[src/hw/rtl/first_fit_bitmap_allocator_macros.svh]
// Assertion helpers for the allocator RTL.
`ifndef FIRST_FIT_BITMAP_ALLOCATOR_MACROS_SVH
`define FIRST_FIT_BITMAP_ALLOCATOR_MACROS_SVH

// Same-cycle implication under the active-low reset.
`define FFBA_ASSERT_IMP(label, clk, rst_n, ante, cons) \
    label: assert property (@(posedge clk) disable iff (!rst_n) (ante) |-> (cons)) \
        else $error("allocator assertion failed");

// Next-cycle implication under the active-low reset.
`define FFBA_ASSERT_NEXT(label, clk, rst_n, ante, cons) \
    label: assert property (@(posedge clk) disable iff (!rst_n) (ante) |=> (cons)) \
        else $error("allocator assertion failed");

`endif

[src/hw/rtl/ffba_pkg.sv]
package ffba_pkg;

    localparam int WORD_LG     = 5;
    localparam int WORD_BITS   = 1 << WORD_LG;
    localparam int CHUNK_LG    = 3;
    localparam int CHUNK_BITS  = 1 << CHUNK_LG;
    localparam int NCHUNK_LG   = WORD_LG - CHUNK_LG;
    localparam int QDEPTH      = 2;
    localparam int QLG         = 1;

    typedef logic [2:0] t_status;
    localparam t_status ST_ALLOC     = 3'd0;
    localparam t_status ST_NOSPACE   = 3'd1;
    localparam t_status ST_FREED     = 3'd2;
    localparam t_status ST_NOTALLOC  = 3'd3;
    localparam t_status ST_UNTRACKED = 3'd4;

    localparam logic FUNC_ALLOC = 1'b0;
    localparam logic FUNC_FREE  = 1'b1;

    typedef enum logic [1:0] {
        CMD_ALLOC,
        CMD_FREE,
        CMD_NOSPACE,
        CMD_NOTALLOC
    } t_kind;

    typedef struct packed {
        t_kind       kind;
        logic [10:0] req_size;
        logic [9:0]  block_start;
    } t_cmd;

    typedef struct packed {
        logic valid;
        t_cmd cmd;
    } t_qhead;

endpackage

[src/hw/rtl/ffba_queue.sv]
module ffba_queue (
    input  logic             i_clk,
    input  logic             i_rst_n,
    input  logic             i_push,
    input  ffba_pkg::t_cmd   i_cmd,
    input  logic             i_pop,
    output logic             o_ready,
    output ffba_pkg::t_qhead o_head
);
    import ffba_pkg::*;

    t_cmd           r_mem [QDEPTH];
    logic [QLG-1:0] r_wp;
    logic [QLG-1:0] r_rp;
    logic [QLG:0]   r_cnt;
    logic [QLG:0]   n_cnt;

    assign o_ready      = r_cnt != (QLG+1)'(QDEPTH);
    assign o_head.valid = r_cnt != '0;
    assign o_head.cmd   = r_mem[r_rp];

    always_comb begin
        n_cnt = r_cnt;
        if (i_push && !i_pop) begin
            n_cnt = r_cnt + 1'b1;
        end else if (!i_push && i_pop) begin
            n_cnt = r_cnt - 1'b1;
        end
    end

    always_ff @(posedge i_clk) begin
        if (!i_rst_n) begin
            r_wp  <= '0;
            r_rp  <= '0;
            r_cnt <= '0;
        end else begin
            r_cnt <= n_cnt;
            if (i_push) begin
                r_wp <= r_wp + 1'b1;
            end
            if (i_pop) begin
                r_rp <= r_rp + 1'b1;
            end
        end
    end

    always_ff @(posedge i_clk) begin
        if (i_push) begin
            r_mem[r_wp] <= i_cmd;
        end
    end
endmodule

[config.mk]
export PLATFORM = sky130hd
export DESIGN_NAME = ffba_queue
export DESIGN_NICKNAME = d
export VERILOG_FILES = /design/src/hw/rtl/first_fit_bitmap_allocator_macros.svh /design/src/hw/rtl/ffba_pkg.sv /design/src/hw/rtl/ffba_queue.sv
export SDC_FILE = /design/constraint.sdc
export NUM_CORES = 1
export LEC_CHECK = 0
export CELL_PAD_IN_SITES_DETAIL_PLACEMENT = 0
export CELL_PAD_IN_SITES_GLOBAL_PLACEMENT = 1
export CORE_MARGIN = 3
export CORE_UTILIZATION = 51
export CTS_CLUSTER_DIAMETER = 60
export DETAILED_ROUTE_END_ITERATION = 8
export DONT_BUFFER_PORTS = 1
export PLACE_DENSITY_LB_ADDON = 0.08
export SYNTH_ARGS = -nofsm -noshare
export SYNTH_HDL_FRONTEND = slang
export SYNTH_SLANG_ARGS = --single-unit
[constraint.sdc]
create_clock -name i_clk -period 2.65 [get_ports i_clk]
set_clock_uncertainty 0.15 [all_clocks]
set_input_delay 0 -clock i_clk [delete_from_list [all_inputs] [get_ports i_clk]]
set_output_delay 0 -clock i_clk [all_outputs]
set_load 0.05 [all_outputs]
==> impl_metrics.py <==
metrics = {
    "status": {
        "run_status": "finished clean",
    },
    "grt": {
        "grt_start_max_net_pins": 16,
        "grt_first_pass_wirelength_mm": 4.40,
        "grtUsageTotal_pct": 13.7,
        "grt_pass1_vias": 986,
        "overflow_after_grt": 0,
        "antenna_found_initial": 0,
    },
    "clocking": {
        "cts_sinks": 51,
        "tritoncts": "built",
        "cts_buffers": 5,
        "clock_latency_ps": 290,
        "htreeDepth": 2,
        "cts_post_setup_buffers_inserted": 0,
        "clk_transition_reported_paths_ps": 80,
        "clock_path_buffers": 2,
        "clock_tree.root_cell": "clkbuf_8",
    },
    "final_layout": {
        "synthToLayoutAreaGrowth_pct": 23.8,
        "footprint_of_the_flip_flops_and_latches_um2": 1480,
        "antenna_diodes": 0,
        "final_layout_size_suffix_gt1_share_pct": 10.9,
        "final_nets": 156,
        "multi_input_area_um2": 377,
        "num-fill-cells": 240,
        "utilization_pct": 67.4,
    },
    "sta": {
        "final_hold_viol_count": 0,
        "fmax_ghz": 0.520,
        "final_period_minus_worst_setup_slack_ps": 1920,
        "finish_stage_setup_viols": 0,
        "setup_repair_after_global_routing_missed_its_margin": "false",
        "hold_slack_ps": 94.6,
        "slew_headroom_pct": 60.2,
        "finalCritPeriodShare_pct": 72.6,
        "worst_slack_ps": 726,
        "slew_violations": 0,
        "fin_setup_tns_ps": 0,
        "tightestPinTransition_ps": 594,
    },
    "routing": {
        "via_count": 881,
        "vias_per_cell": 5.03,
        "drt-wirelength-per-cell_um": 15.5,
        "detail_route_antenna_nets": 0,
        "drt_iter0_markers": 53,
        "drt_first_pass_iters": 2,
        "routed_wirelength_mm": 2.71,
        "post-route-drc-count": 0,
    },
    "die": {
        "dieArea_um2": 4440,
        "placement_rows": 21,
        "die_h_um": 66.6,
        "boundaryPins": 52,
        "floorplan.initialDensity_pct": 54.5,
        "die_width_um": 66.6,
        "core_um2": 3440,
    },
    "logic_synthesis": {
        "post_synth_inst_count": 93,
        "postSynthAreaPerCell_um2": 20.2,
        "yosys_register_bits": 51,
        "synth_unique_cells": 17,
        "synth_area_um2": 1870,
        "synthesis.nets": 121,
        "netlist_top_cells_area": "edfxtp_1, mux2_1, dfxtp_1",
        "post-synth-top-area-fraction_pct": 73.7,
        "synth.largest_area_cell": "edfxtp_1",
        "count_of_synthesis_stage_warnings_from_yosys": 0,
        "sequential_element_share_of_the_synthesized_area_pct": 79.0,
    },
    "power_and_ir_drop": {
        "power.ir.vdd_worst_mv": 0.491,
        "power_density_nw_per_um2": 743,
        "power_leakage_nw": 0.805,
    },
    "critical_path": {
        "worstPathArrival_ps": 1770,
        "worstSetupEndpointType": "primary output",
        "crit_type": "flip-flop to primary output",
        "largest_fanout_of_any_net_on_the_critical_path": 13,
        "critPathRequiredTime_ps": 2500,
        "type_of_origin_of_the_critical_path": "flip-flop",
    },
    "worst_hold_path": {
        "min_path_type": "input port to flip-flop",
    },
    "run": {
        "timing.max_cap.violations": 0,
    },
    "placement": {
        "buffer_ports.inserted": 0,
        "gp_routability_congestion": 0.574,
        "setup_ws_pre_cts_ps": 992,
    },
}
[synthesized netlist by cell type (all sizes together)]
cell type  count
a21boi         1
inv            1
and2           4
or3            1
edfxtp        46
o21a           1
dfxtp          5
nor2b          2
ha             1
mux2          23
or2            1
xnor2          1
o21ai          1
nand2b         1
buf            2
xor2           2
[worst paths after layout]
path | cells past startpoint | slack [ps] | start | endpoint
setup / recovery | 2 | 730 | flip-flop | o_head[12]
hold / removal | 1 | 90 | i_push | r_mem[1][7]
setup reg to reg | 2 | 1040 | r_wp | r_mem[0][20]
hold reg to reg | 2 | 370 | r_cnt[1] | r_cnt[1]
[sequential cells by signal, indices dropped and copies added (netlist names), named ones only]
| signal | count |
|---|---|
| r_wp | 1 |
| r_mem | 46 |
| r_cnt | 2 |
| r_rp | 1 |
[cell type report]
class                      count  share of cell area (%)
sequential                    51                    63.9
inverter                       1                   0.162
multi-input combinational     39                    16.2
clock buffer                   5                    2.97
timing repair buffer          30                    12.6
clock inverter                 3                    1.67
tap                           46                    2.48
[metrics by stage]
step           total power (W)  instance area (µm²)  cells
3_5_place_dp           0.00121                 1940    140
2_1_floorplan          0.00119                 1870     93
5_1_grt                0.00180                 2320    175
6_report               0.00172                 2320    175
4_1_cts                0.00175                 2320    175
3_3_place_gp           0.00121                 1940    140
[placed cells by master, fill, tap and decap left out, drive strengths merged, types with 2 or more instances in the layout]
cell and count:
edfxtp 46, dlygate4sd3 27, mux2 23, dfxtp 5, clkbuf 5, and2 4, buf 3, xor2 2
nor2b 2, clkinv 2
[cells by family after synthesis]
| kind of cell | count (synthesis) | synth area share, % |
|---|---|---|
| fa+ha+maj | 1 | 0.667 |
| buf+inv | 3 | 1.00 |
| xor+xnor | 3 | 1.40 |
| mux | 23 | 13.8 |
| compound gates | 3 | 1.07 |
| flops | 51 | 79.0 |
| simple gates | 9 | 3.00 |
[layer usage]
metal / GRT usage [%] / wire length [µm]
met4: 6.09 / 29
met3: 4.72 / 190
met2: 24.5 / 1460
met5: 0 / 0
met1: 14.2 / 1030
[critical path: stages (launching register included)]
cell,delay [ps]
dfxtp_1,610
buf_4,310
mux2_1,560
[power by group]
part           total, W  switching, W  internal [W]
Sequential     0.000944     0.0000189      0.000925
Combinational  0.000286      0.000208     0.0000772
Clock          0.000495      0.000219      0.000276
Total           0.00172      0.000446       0.00128
[timing repair]
item | 4_1_cts | 5_1_grt
gates resized for setup | 0 | 0
hold endpoints to repair | 61 | 0
hold buffers | 27 | 0
(Power assumes the default switching activity.)
